### config.mk
export PLATFORM = sky130hd
export DESIGN_NAME = heartbeat_lru_worker_balancer_top
export DESIGN_NICKNAME = d
export VERILOG_FILES = /design/src/rtl/hlb_pkg.sv /design/src/rtl/heartbeat_lru_worker_balancer_top.sv /design/src/rtl/hlb_front.sv /design/src/rtl/hlb_back.sv
export SDC_FILE = /design/constraint.sdc
export NUM_CORES = 2
export LEC_CHECK = 0
export BUFFER_PORTS_ARGS = -buffer_cell sky130_fd_sc_hd__clkbuf_2
export CAP_MARGIN = 20
export CORE_MARGIN = 10
export CORE_UTILIZATION = 36
export CTS_CLUSTER_DIAMETER = 120
export DETAILED_ROUTE_END_ITERATION = 8
export HOLD_SLACK_MARGIN = 0.15
export PLACE_DENSITY_LB_ADDON = 0.12
export SETUP_SLACK_MARGIN = 0.15
export SYNTH_ARGS = -nofsm -noshare
export SYNTH_HDL_FRONTEND = slang
export SYNTH_SLANG_ARGS = --single-unit
### constraint.sdc
create_clock -name clk_i -period 15.1 [get_ports clk_i]
set_input_delay 2.265 -clock clk_i [delete_from_list [all_inputs] [get_ports clk_i]]
set_output_delay 2.265 -clock clk_i [all_outputs]
set_load 0.02 [all_outputs]
### src/rtl/hlb_pkg.sv
// shared types and constants for the heartbeat lru worker balancer
package hlb_pkg;

  localparam int unsigned MAX_WORKERS_DEF = 16;
  localparam int unsigned HB_CAP          = 16;

  localparam logic [15:0] INTERVAL_RST = 16'd1000;
  localparam logic [3:0]  LIVENESS_RST = 4'd3;

  localparam logic CFG_INTERVAL = 1'b0;
  localparam logic CFG_LIVENESS = 1'b1;

  localparam logic [1:0] REQ_WORKER = 2'd0;
  localparam logic [1:0] REQ_CLIENT = 2'd1;
  localparam logic [1:0] REQ_TICK   = 2'd2;
  localparam logic [1:0] REQ_RSVD   = 2'd3;

  localparam logic [7:0] CODE_READY     = 8'd1;
  localparam logic [7:0] CODE_HEARTBEAT = 8'd2;

  localparam logic [2:0] ACT_NONE      = 3'd0;
  localparam logic [2:0] ACT_FORWARD   = 3'd1;
  localparam logic [2:0] ACT_DISPATCH  = 3'd2;
  localparam logic [2:0] ACT_HEARTBEAT = 3'd3;
  localparam logic [2:0] ACT_INVALID   = 3'd4;
  localparam logic [2:0] ACT_NO_WORKER = 3'd5;

  typedef enum logic [1:0] {
    OP_WORKER,
    OP_CLIENT,
    OP_TICK,
    OP_NONE
  } op_e;

  typedef enum logic [3:0] {
    ST_IDLE,
    ST_SRCH_RD,
    ST_SRCH_CMP,
    ST_SHIFT_RD,
    ST_SHIFT_WR,
    ST_APPEND,
    ST_CLIENT_RD,
    ST_CLIENT_OUT,
    ST_PURGE_RD,
    ST_PURGE_CMP,
    ST_HB_RD,
    ST_HB_OUT,
    ST_RESULT
  } bst_e;

  typedef struct packed {
    logic [1:0]  req_type;
    logic [31:0] worker_id;
    logic [31:0] now_ms;
    logic        is_control;
    logic [7:0]  control_code;
  } in_item_t;

  typedef struct packed {
    logic [2:0]  action;
    logic [31:0] target_worker;
    logic [4:0]  ready_count;
    logic        accepting_clients;
    logic        last;
  } out_item_t;

  typedef struct packed {
    op_e         op;
    logic [2:0]  act;
    logic [31:0] wid;
    logic [31:0] now;
    logic [31:0] expiry;
  } q_item_t;

endpackage

### src/rtl/heartbeat_lru_worker_balancer_top.sv
// top level of the heartbeat lru worker balancer
// usage:
//   in channel (in_valid_i/in_ready_o/in_data_i) takes worker messages, client
//   requests and heartbeat ticks; out channel (out_valid_o/out_ready_i/out_data_o)
//   gives one or more result items per input item, the final one flagged last.
//   cfg_we_i/cfg_idx_i/cfg_data_i write the heartbeat interval (index 0) and the
//   liveness (index 1); write only while the block is idle.
// operation:
//   a two-entry queue parts the front from the list engine. a client request
//   reads the list head; a worker message searches the list for its id, moves
//   any later entries up to close the gap, then appends; a tick purges expired
//   entries from the head, then sends heartbeats. the engine takes a new item
//   only once it is back in idle.
// reset: the ready list is empty, interval 1000 ms, liveness 3.
// a stalled receiver holds the result register; the engine waits and the
// front queue keeps taking items until it is full.
module heartbeat_lru_worker_balancer_top import hlb_pkg::*; #(
  parameter int unsigned MAX_WORKERS = MAX_WORKERS_DEF
) (
  input  logic        clk_i,
  input  logic        rst_ni,
  input  logic        in_valid_i,
  output logic        in_ready_o,
  input  in_item_t    in_data_i,
  output logic        out_valid_o,
  input  logic        out_ready_i,
  output out_item_t   out_data_o,
  input  logic        cfg_we_i,
  input  logic        cfg_idx_i,
  input  logic [15:0] cfg_data_i
);

  logic [15:0] interval_q;
  logic [3:0]  liveness_q;
  logic        q_valid, q_ready;
  q_item_t     q_item;

  always_ff @(posedge clk_i or negedge rst_ni) begin
    if (!rst_ni) begin
      interval_q <= INTERVAL_RST;
      liveness_q <= LIVENESS_RST;
    end else if (cfg_we_i) begin
      unique case (cfg_idx_i)
        CFG_INTERVAL: interval_q <= cfg_data_i;
        CFG_LIVENESS: liveness_q <= cfg_data_i[3:0];
        default: ;
      endcase
    end
  end

  hlb_front u_front (
    .clk_i      (clk_i),
    .rst_ni     (rst_ni),
    .in_valid_i (in_valid_i),
    .in_ready_o (in_ready_o),
    .in_data_i  (in_data_i),
    .interval_i (interval_q),
    .liveness_i (liveness_q),
    .q_valid_o  (q_valid),
    .q_ready_i  (q_ready),
    .q_item_o   (q_item)
  );

  hlb_back #(
    .MAX_WORKERS (MAX_WORKERS)
  ) u_back (
    .clk_i       (clk_i),
    .rst_ni      (rst_ni),
    .q_valid_i   (q_valid),
    .q_ready_o   (q_ready),
    .q_item_i    (q_item),
    .out_valid_o (out_valid_o),
    .out_ready_i (out_ready_i),
    .out_data_o  (out_data_o)
  );

endmodule

### src/rtl/hlb_front.sv
// front end: accepts items, classifies them and queues them for the list engine
module hlb_front import hlb_pkg::*; (
  input  logic        clk_i,
  input  logic        rst_ni,
  input  logic        in_valid_i,
  output logic        in_ready_o,
  input  in_item_t    in_data_i,
  input  logic [15:0] interval_i,
  input  logic [3:0]  liveness_i,
  output logic        q_valid_o,
  input  logic        q_ready_i,
  output q_item_t     q_item_o
);

  q_item_t    ent_q [2];
  logic       wp_q, rp_q;
  logic [1:0] cnt_q;
  q_item_t    cls;
  logic [19:0] prod;
  logic       push, pop;

  assign prod = 20'(interval_i) * 20'(liveness_i);

  always_comb begin
    cls.wid    = in_data_i.worker_id;
    cls.now    = in_data_i.now_ms;
    cls.expiry = in_data_i.now_ms + 32'(prod);
    unique case (in_data_i.req_type)
      REQ_WORKER: cls.op = OP_WORKER;
      REQ_CLIENT: cls.op = OP_CLIENT;
      REQ_TICK:   cls.op = OP_TICK;
      default:    cls.op = OP_NONE;
    endcase
    if (!in_data_i.is_control) begin
      cls.act = ACT_FORWARD;
    end else if (in_data_i.control_code == CODE_READY ||
                 in_data_i.control_code == CODE_HEARTBEAT) begin
      cls.act = ACT_NONE;
    end else begin
      cls.act = ACT_INVALID;
    end
  end

  assign in_ready_o = (cnt_q != 2'd2);
  assign q_valid_o  = (cnt_q != 2'd0);
  assign q_item_o   = ent_q[rp_q];
  assign push       = in_valid_i && in_ready_o;
  assign pop        = q_valid_o && q_ready_i;

  always_ff @(posedge clk_i) begin
    if (push) begin
      ent_q[wp_q] <= cls;
    end
  end

  always_ff @(posedge clk_i or negedge rst_ni) begin
    if (!rst_ni) begin
      wp_q  <= 1'b0;
      rp_q  <= 1'b0;
      cnt_q <= 2'd0;
    end else begin
      if (push) wp_q <= ~wp_q;
      if (pop)  rp_q <= ~rp_q;
      cnt_q <= cnt_q + 2'(push) - 2'(pop);
    end
  end

endmodule

### src/rtl/hlb_back.sv
// back end: ready list in a circular memory, sequencer and result register
module hlb_back import hlb_pkg::*; #(
  parameter int unsigned MAX_WORKERS = MAX_WORKERS_DEF
) (
  input  logic      clk_i,
  input  logic      rst_ni,
  input  logic      q_valid_i,
  output logic      q_ready_o,
  input  q_item_t   q_item_i,
  output logic      out_valid_o,
  input  logic      out_ready_i,
  output out_item_t out_data_o
);

  localparam int unsigned AW = (MAX_WORKERS > 1) ? $clog2(MAX_WORKERS) : 1;
  localparam int unsigned LW = $clog2(MAX_WORKERS + 1);
  localparam int unsigned CW = (LW > 5) ? LW : 5;
  localparam int unsigned SW = CW + 1;

  logic [31:0] ids_mem [MAX_WORKERS];
  logic [31:0] exp_mem [MAX_WORKERS];
  logic [31:0] id_rd_q, exp_rd_q;

  bst_e        state_q, state_d;
  logic [AW-1:0] hd_q, hd_d, hb_base_q, hb_base_d, hd_inc;
  logic [LW-1:0] len_q, len_d;
  logic [CW-1:0] idx_q, idx_d, len_c, rc;
  logic [4:0]  hb_cnt_q, hb_cnt_d;
  q_item_t     item_q, item_d;
  logic [2:0]  act_q, act_d;
  logic [31:0] tgt_q, tgt_d;
  logic        out_valid_q, out_valid_d;
  out_item_t   out_q, out_d;

  logic          rd_en, wr_en;
  logic [AW-1:0] rd_addr, wr_addr;
  logic [31:0]   wr_id, wr_exp, diff;
  logic          out_free;

  function automatic logic [AW-1:0] phys(input logic [AW-1:0] base,
                                         input logic [CW-1:0] off);
    logic [SW-1:0] s;
    s = SW'(base) + SW'(off);
    if (s >= SW'(MAX_WORKERS)) s = s - SW'(MAX_WORKERS);
    return s[AW-1:0];
  endfunction

  assign hd_inc   = (hd_q == AW'(MAX_WORKERS - 1)) ? '0 : hd_q + 1'b1;
  assign len_c    = CW'(len_q);
  assign rc       = CW'(len_q);
  assign out_free = !out_valid_q || out_ready_i;
  assign diff     = exp_rd_q - item_q.now;

  always_ff @(posedge clk_i) begin
    if (wr_en) begin
      ids_mem[wr_addr] <= wr_id;
      exp_mem[wr_addr] <= wr_exp;
    end
    if (rd_en) begin
      id_rd_q  <= ids_mem[rd_addr];
      exp_rd_q <= exp_mem[rd_addr];
    end
  end

  always_comb begin
    state_d     = state_q;
    hd_d        = hd_q;
    len_d       = len_q;
    idx_d       = idx_q;
    hb_base_d   = hb_base_q;
    hb_cnt_d    = hb_cnt_q;
    item_d      = item_q;
    act_d       = act_q;
    tgt_d       = tgt_q;
    out_valid_d = out_valid_q && !out_ready_i;
    out_d       = out_q;
    rd_en       = 1'b0;
    rd_addr     = '0;
    wr_en       = 1'b0;
    wr_addr     = '0;
    wr_id       = item_q.wid;
    wr_exp      = item_q.expiry;
    q_ready_o   = 1'b0;

    unique case (state_q)
      ST_IDLE: begin
        q_ready_o = 1'b1;
        if (q_valid_i) begin
          item_d = q_item_i;
          idx_d  = '0;
          unique case (q_item_i.op)
            OP_WORKER: state_d = (len_q == '0) ? ST_APPEND : ST_SRCH_RD;
            OP_CLIENT: begin
              if (len_q == '0) begin
                act_d   = ACT_NO_WORKER;
                tgt_d   = '0;
                state_d = ST_RESULT;
              end else begin
                state_d = ST_CLIENT_RD;
              end
            end
            OP_TICK: begin
              hb_base_d = hd_q;
              hb_cnt_d  = (len_c >= CW'(HB_CAP)) ? 5'(HB_CAP) : rc[4:0];
              if (len_q == '0) begin
                act_d   = ACT_NONE;
                tgt_d   = '0;
                state_d = ST_RESULT;
              end else begin
                state_d = ST_PURGE_RD;
              end
            end
            default: begin
              act_d   = ACT_NONE;
              tgt_d   = '0;
              state_d = ST_RESULT;
            end
          endcase
        end
      end
      ST_SRCH_RD: begin
        rd_en   = 1'b1;
        rd_addr = phys(hd_q, idx_q);
        state_d = ST_SRCH_CMP;
      end
      ST_SRCH_CMP: begin
        if (id_rd_q == item_q.wid) begin
          if (idx_q + 1'b1 < len_c) begin
            state_d = ST_SHIFT_RD;
          end else begin
            len_d   = len_q - 1'b1;
            state_d = ST_APPEND;
          end
        end else if (idx_q + 1'b1 < len_c) begin
          idx_d   = idx_q + 1'b1;
          state_d = ST_SRCH_RD;
        end else begin
          state_d = ST_APPEND;
        end
      end
      // close the gap left by the removed entry, moving each later entry one slot toward the head
      ST_SHIFT_RD: begin
        rd_en   = 1'b1;
        rd_addr = phys(hd_q, idx_q + 1'b1);
        state_d = ST_SHIFT_WR;
      end
      ST_SHIFT_WR: begin
        wr_en   = 1'b1;
        wr_addr = phys(hd_q, idx_q);
        wr_id   = id_rd_q;
        wr_exp  = exp_rd_q;
        if (idx_q + CW'(2) < len_c) begin
          idx_d   = idx_q + 1'b1;
          state_d = ST_SHIFT_RD;
        end else begin
          len_d   = len_q - 1'b1;
          state_d = ST_APPEND;
        end
      end
      // on a full list the tail slot is the old head, so evict by moving the head
      ST_APPEND: begin
        wr_en   = 1'b1;
        wr_addr = phys(hd_q, len_c);
        if (len_c == CW'(MAX_WORKERS)) begin
          hd_d = hd_inc;
        end else begin
          len_d = len_q + 1'b1;
        end
        act_d   = item_q.act;
        tgt_d   = item_q.wid;
        state_d = ST_RESULT;
      end
      ST_CLIENT_RD: begin
        rd_en   = 1'b1;
        rd_addr = hd_q;
        state_d = ST_CLIENT_OUT;
      end
      ST_CLIENT_OUT: begin
        hd_d    = hd_inc;
        len_d   = len_q - 1'b1;
        act_d   = ACT_DISPATCH;
        tgt_d   = id_rd_q;
        state_d = ST_RESULT;
      end
      ST_PURGE_RD: begin
        rd_en   = 1'b1;
        rd_addr = hd_q;
        state_d = ST_PURGE_CMP;
      end
      ST_PURGE_CMP: begin
        // alive while expiry - now is nonzero and below half the time range
        if (diff == '0 || diff[31]) begin
          hd_d  = hd_inc;
          len_d = len_q - 1'b1;
          if (len_q == LW'(1)) begin
            idx_d   = '0;
            state_d = ST_HB_RD;
          end else begin
            state_d = ST_PURGE_RD;
          end
        end else begin
          idx_d   = '0;
          state_d = ST_HB_RD;
        end
      end
      // heartbeats walk the list as it stood before the purge
      ST_HB_RD: begin
        rd_en   = 1'b1;
        rd_addr = phys(hb_base_q, idx_q);
        state_d = ST_HB_OUT;
      end
      ST_HB_OUT: begin
        if (out_free) begin
          out_valid_d                 = 1'b1;
          out_d.action                = ACT_HEARTBEAT;
          out_d.target_worker         = id_rd_q;
          out_d.ready_count           = rc[4:0];
          out_d.accepting_clients     = (len_q != '0);
          out_d.last                  = (idx_q + 1'b1 == CW'(hb_cnt_q));
          idx_d                       = idx_q + 1'b1;
          state_d = out_d.last ? ST_IDLE : ST_HB_RD;
        end
      end
      ST_RESULT: begin
        if (out_free) begin
          out_valid_d             = 1'b1;
          out_d.action            = act_q;
          out_d.target_worker     = tgt_q;
          out_d.ready_count       = rc[4:0];
          out_d.accepting_clients = (len_q != '0);
          out_d.last              = 1'b1;
          state_d                 = ST_IDLE;
        end
      end
      default: state_d = ST_IDLE;
    endcase
  end

  always_ff @(posedge clk_i) begin
    item_q    <= item_d;
    act_q     <= act_d;
    tgt_q     <= tgt_d;
    out_q     <= out_d;
    idx_q     <= idx_d;
    hb_base_q <= hb_base_d;
    hb_cnt_q  <= hb_cnt_d;
  end

  always_ff @(posedge clk_i or negedge rst_ni) begin
    if (!rst_ni) begin
      state_q     <= ST_IDLE;
      hd_q        <= '0;
      len_q       <= '0;
      out_valid_q <= 1'b0;
    end else begin
      state_q     <= state_d;
      hd_q        <= hd_d;
      len_q       <= len_d;
      out_valid_q <= out_valid_d;
    end
  end

  assign out_valid_o = out_valid_q;
  assign out_data_o  = out_q;

endmodule
---- After elaboration in Yosys (flattened, before gate mapping) ----
Memories as Yosys holds them, arrays and structs flattened. A register that Yosys moved wholly into a read port is not among the register bits.
Cells that the tools add are included.
cells by class
  add/subtract/negate cells ............... 17
  multipliers ............................. 1
  magnitude comparators ................... 7
  equality and inequality tests ........... 41
  muxes and demuxes ....................... 65
  bitwise gates (word level) .............. 3
  reduce and logical (&&, ||, !) cells .... 37
operators with widths
  cell                   number
  $mux W32               4
  $pmux W32 S3           1
  $mux W42               2
  $pmux W42 S2           1
  $pmux W32 S2           1
  $mux W5                12
  $mux W4                13
  $pmux W5 S5            2
  $pmux W4 S12           1
  $add A32 B20 Y32       1
  $eq A32 B32 Y1         1
  $logic_not A32 Y1      1
  $sub A32 B32 Y32       1
  $mux W3                10
  $add A4 B5 Y6          4
  $eq A4 B4 Y1 const B   6
  $ge A6 B5 Y1 const B   4
  $pmux W4 S3            2
  $mul A16 B4 Y20        1
  $pmux W3 S3            2
  $eq A4 B3 Y1 const B   4
  $pmux W4 S4            1
  $sub A4 B1 Y4 const B  4
  $reduce_bool A5 Y1     3
  42 further kinds       89
word-level totals
  register bits ........................... 228
  memory bits (writable) .................. 1,226
  bits of input ports ..................... 97
  output and inout bits ................... 44
  word-level logic and storage cells ...... 197
  memories ................................ 3
memory list
  name            words  bits a word  read ports  clocked after Yosys merged registers in  write ports  RTL line         text
  u_back.exp_mem  16     32           1           1                                        1            hlb_back.sv:21   logic [31:0] exp_mem [MAX_WORKERS];
  u_back.ids_mem  16     32           1           1                                        1            hlb_back.sv:20   logic [31:0] ids_mem [MAX_WORKERS];
  u_front.ent_q   2      101          1           0                                        1            hlb_front.sv:15  q_item_t ent_q [2];

---- Longest topological paths before layout ----
An unclocked memory read counts as a cell.
  depth after elaboration ................. 6
  gate-level depth with buffers ........... 20
  mapped depth without buffers ............ 19

---- Modules after synthesis ----
Synthesis repeated with hierarchy kept, for this count alone.
second synthesis, totals
  cell total of the unflattened synthesis .. 5,030
  area, all modules ....................... 65,361.4 µm²
by module, submodules not included
  module                             instances  cells each  area each (µm²)  sequential area each (µm²)
  hlb_back                           1          4,264       54,125.7         38,727.1
  hlb_front                          1          722         10,413.7         6,105.9
  heartbeat_lru_worker_balancer_top  1          44          822.0            510.5

---- Worst setup path after synthesis ----
No wires, ideal clock.
  path type ............................... input-to-reg
  start ................................... in in_valid_i
  end ..................................... mem u_front.ent_q[0][0] in the netlist's numbering, enable pin
  setup time .............................. 560 ps
  arrival time ............................ 6,522 ps
  required time ........................... 14,540 ps
  slack ................................... 8,018 ps
  stages on the path ...................... 2
  buffers on the path ..................... 0
  cells stage by stage .................... nand2_1 nor2_1
on the way
  cells in the longest elaborated chain, start to end .. 3
ends and longest elaborated chain
  what                           RTL line                                 text
  from (decl)                    heartbeat_lru_worker_balancer_top.sv:22  input logic in_valid_i,
  $logic_and A1 B1 Y1            hlb_front.sv:47                          assign push = in_valid_i && in_ready_o;
  $mux W1                        hlb_front.sv:51                          if (push) begin
  $mux W1 (not written as such)  hlb_front.sv:52                          ent_q[wp_q] <= cls;
  to (decl)                      hlb_front.sv:15
No other way between the ends.

---- Worst setup path after layout ----
  start ................................... reg u_back.idx_q[0]
  end ..................................... reg u_back.exp_rd_q[4] (read register of u_back.exp_mem), data pin
on the way
  cells in the longest elaborated chain, start to end .. 5
  elaborated cells on any way between the ends .. 14
  classes of those cells .................. add/sub: 7; order compare: 3; mux: 4
ends and longest elaborated chain
  what                                                  RTL line         text
  from (decl)                                           hlb_back.sv:27   logic [CW-1:0] idx_q, idx_d, len_c, rc;
  from (signal assigned)                                hlb_back.sv:244  idx_q <= idx_d;
  $add A5 B1 Y5                                         hlb_back.sv:144  rd_addr = phys(hd_q, idx_q + 1'b1);
  $add A4 B5 Y6                                         hlb_back.sv:43   s = SW'(base) + SW'(off);
  $ge A6 B5 Y1 / $sub A4 B1 Y4 (equally long branches)  hlb_back.sv:44   if (s >= SW'(MAX_WORKERS)) s = s - SW'(MAX_WORKERS);
  $mux W4                                               hlb_back.sv:44
  $pmux W4 S4 (*)                                       hlb_back.sv:85   unique case (state_q)
  to (decl)                                             hlb_back.sv:22   logic [31:0] id_rd_q, exp_rd_q;
Mark *: on every way between the ends. The rest lies on a longest branch, timed or not.
A chain may end at the register's enable or synchronous reset.

==> results.txt <==
syn_nets - 5143
RSZ-0062 raised after global routing - false
Ys Warns - 0
CTS sink count - 1515
Die X - 443 microns
vias in the first global route - 38976
Hold Violations, Final - 0
initial core utilization - 36.2%
core region area - 178000 sq um
largest net degree at the start of global routing - 180
area delta synth->final - 13.2%
internal power - 10.4 mW
Pleak - 25.7 nW
PnR worst setup slack - 9.07 ns
Synth async-reset ratio - 2.51%
cell taking the most area after synthesis - edfxtp_1
EDFF count, synth - 1477
Final Critical Period - 6.03 ns
period utilization - 40.0%
count leader, synth - edfxtp_1
Seq pwr share - 37.3%
top cell type's share of synthesized area - 68.7%
Cell Area, Synth - 64600 sq um
Seq/Total Area, Yosys - 70.2%
Worst setup EP type - flip-flop
flip-flop and latch count after synthesis - 1515
path depth of the worst reg2reg path - 14
Root Buffer - clkbuf_16
hold_sp - u_back.act_q[1]
Worst VDD drop - 0.359 mV
Gate Count Post-Synth - 4903
DRC - 0
DP HPWL - 103000 microns
wire length per cell - 24.5 microns
r2r endpoint - u_back.exp_rd_q[4]
initial drt markers - 3398
pre-CTS setup slack - 8.68 ns
layout cells sized above 1 - 12.3%
worst hold path class - flip-flop to flip-flop
crit start category - flip-flop
vias - 39386
Power Density - 236 nW/um^2
synth cell count leaders - 1477 x edfxtp_1, 1298 x nand2_1, 280 x nand3_1, 262 x clkbuf_1, 194 x a311oi_1
Max FO, Critical Path - 77
GRT overflow - 0
final antenna-violating net count - 0
Synth Area per Inst - 13.2 sq um
Achievable Freq - 166 MHz
hold depth - 1
worst path arrival time - 6.66 ns
Final Util - 41.0%
Setup Viol. Count Final - 0
DR pass1 iterations - 5
setup bufs post-CTS - 0
Yosys cell types - 66
first-pass GRT wire length - 268000 microns
maxcap violations - 0
clock skew - 0.0280 ns
Clk Latency, worst-skew pair - 0.80 ns
CTS Buffer Depth - 3
switching pwr - 6.85 mW
initial antenna violation count - 6
CTS tree - built
Slew Limit Headroom - 25.0%
Slew Limit Fails - 0
nets@finish - 5237
CTS buffer count - 161
sw frac - 39.7%
FF-to-FF setup slack - 9.07 ns
largest cells by area after synthesis - edfxtp_1 69%, nand2_1 7.5%, mux2_2 2.7%
PortBufs - 140
Gate power share - 40.5%
Crit Path Category - flip-flop to flip-flop
r2r startpoint - u_back.idx_q[0]
share of power burned in the clock network - 22.3%
Site Rows - 155
post-CTS resize count - 0
die height - 443 microns
CTS Hold Buffers Added - 0
wirelength, routed - 183000 microns
GP Congestion - 0.841
Synth Flop Type - edfxtp_1
htree depth - 4
Hold EP - u_back.out_data_o[40]
Worst Tran Pin Value - 1.12 ns
run status - finished clean
clk slew on worst S/H paths - 0.07 ns
die area - 197000 sq um
gr usage total - 18.0%
post-route setup TNS - 0 ns
vias per cell - 5.27
Worst Path Required - 15.73 ns
Top Ports - 141
==> metrics by stage <==
step                      power (mW)  hold WS, ns  cells  instance area (sq um)
after CTS                       17.5        0.509   7476                  73100
after global placement          13.6        0.494   7189                  68000
final                           17.3        0.503   7478                  73100
after global routing            18.3        0.525   7476                  73100
after floorplan                 11.1        0.423   4903                  64600
after detailed placement        13.6        0.505   7189                  68000
==> layout make-up <==
class                      count  area [sq um]
tap                         2355          2950
timing repair buffer         213          1320
multi-input combinational   2969         17900
antenna                        2          5.00
fill                       16718        105000
inverter                     137           514
clock buffer                 217          4450
sequential                  1515         45300
clock inverter                70           592
==> critical path: stages (launching register included) <==
cell and delay (ns):
edfxtp_1 0.54, ha_1 0.47, fa_1 0.46, a21oi_1 0.14, nor2_1 0.09, a221oi_4 0.23
buf_4 0.60, buf_4 0.80, buf_4 0.79, buf_4 0.74, nand2_1 0.10, and3_1 0.19
a311oi_1 0.29, a31oi_1 0.08, a21oi_1 0.18
==> worst max-delay path by stage <==
stage | from | end | slack (ns) | depth (start not counted)
floorplan | in_valid_i | u_front.ent_q[0][0] | 8.02 | 2
global placement | in_data_i[15] | u_front.ent_q[0][31] | 8.68 | 16
detailed placement | in_data_i[11] | u_front.ent_q[1][24] | 8.68 | 16
CTS | u_back.hd_q[0] | u_back.exp_rd_q[4] | 8.99 | 16
global route | u_back.hd_q[0] | u_back.exp_rd_q[27] | 8.60 | 16
finish | u_back.idx_q[0] | u_back.exp_rd_q[4] | 9.07 | 14
==> power groups by stage <==
stage / sequential, mW / clock (mW) / combinational, mW
after detailed placement: 6.54 / 0 / 7.05
after floorplan: 6.30 / 0 / 4.82
after global placement: 6.54 / 0 / 7.03
after global routing: 6.49 / 4.10 / 7.75
final: 6.43 / 3.84 / 6.98
after CTS: 6.46 / 3.94 / 7.08
==> cells in the final DEF, fill, tap and decap left out, drive strengths merged, types with 93 or more instances in the layout <==
master	instances
mux2	154
and3	141
inv	138
ha	93
clkbuf	357
a311oi	194
edfxtp	1477
a21oi	130
nand3	280
nand2	1298
==> logic make-up after synthesis <==
logic type               share of synthesized area, %
multiplexers                                     2.74
AO/OA/AOI/OAI                                    6.70
XOR/XNOR                                         1.51
AND/OR/NAND/NOR                                  13.1
adder cells (fa/ha/maj)                          3.35
flip-flops                                       70.2
buffers and inverters                            2.45
==> per-layer routing <==
metal  track usage [%]  part of all wire (%)  vias to the layer above
li1                  -                     -                    18177
met1              23.8                    44                    20019
met2              30.7                    49                      924
met3              2.42                   4.1                      260
met4              5.52                   3.0                        6
met5                 0                 0.017                        -
==> flip-flops by register name (all words and copies together) (netlist names), 5 cells and up <==
signal,count
u_back.exp_mem,512
u_back.ids_mem,512
u_front.ent_q,200
u_back.item_q,98
u_back.out_data_o,42
u_back.exp_rd_q,32
u_back.id_rd_q,32
u_back.tgt_q,32
interval_q,16
u_back.hb_cnt_q,5
u_back.idx_q,5
u_back.len_c,5
No activity file was read; power rests on OpenSTA's default activity.
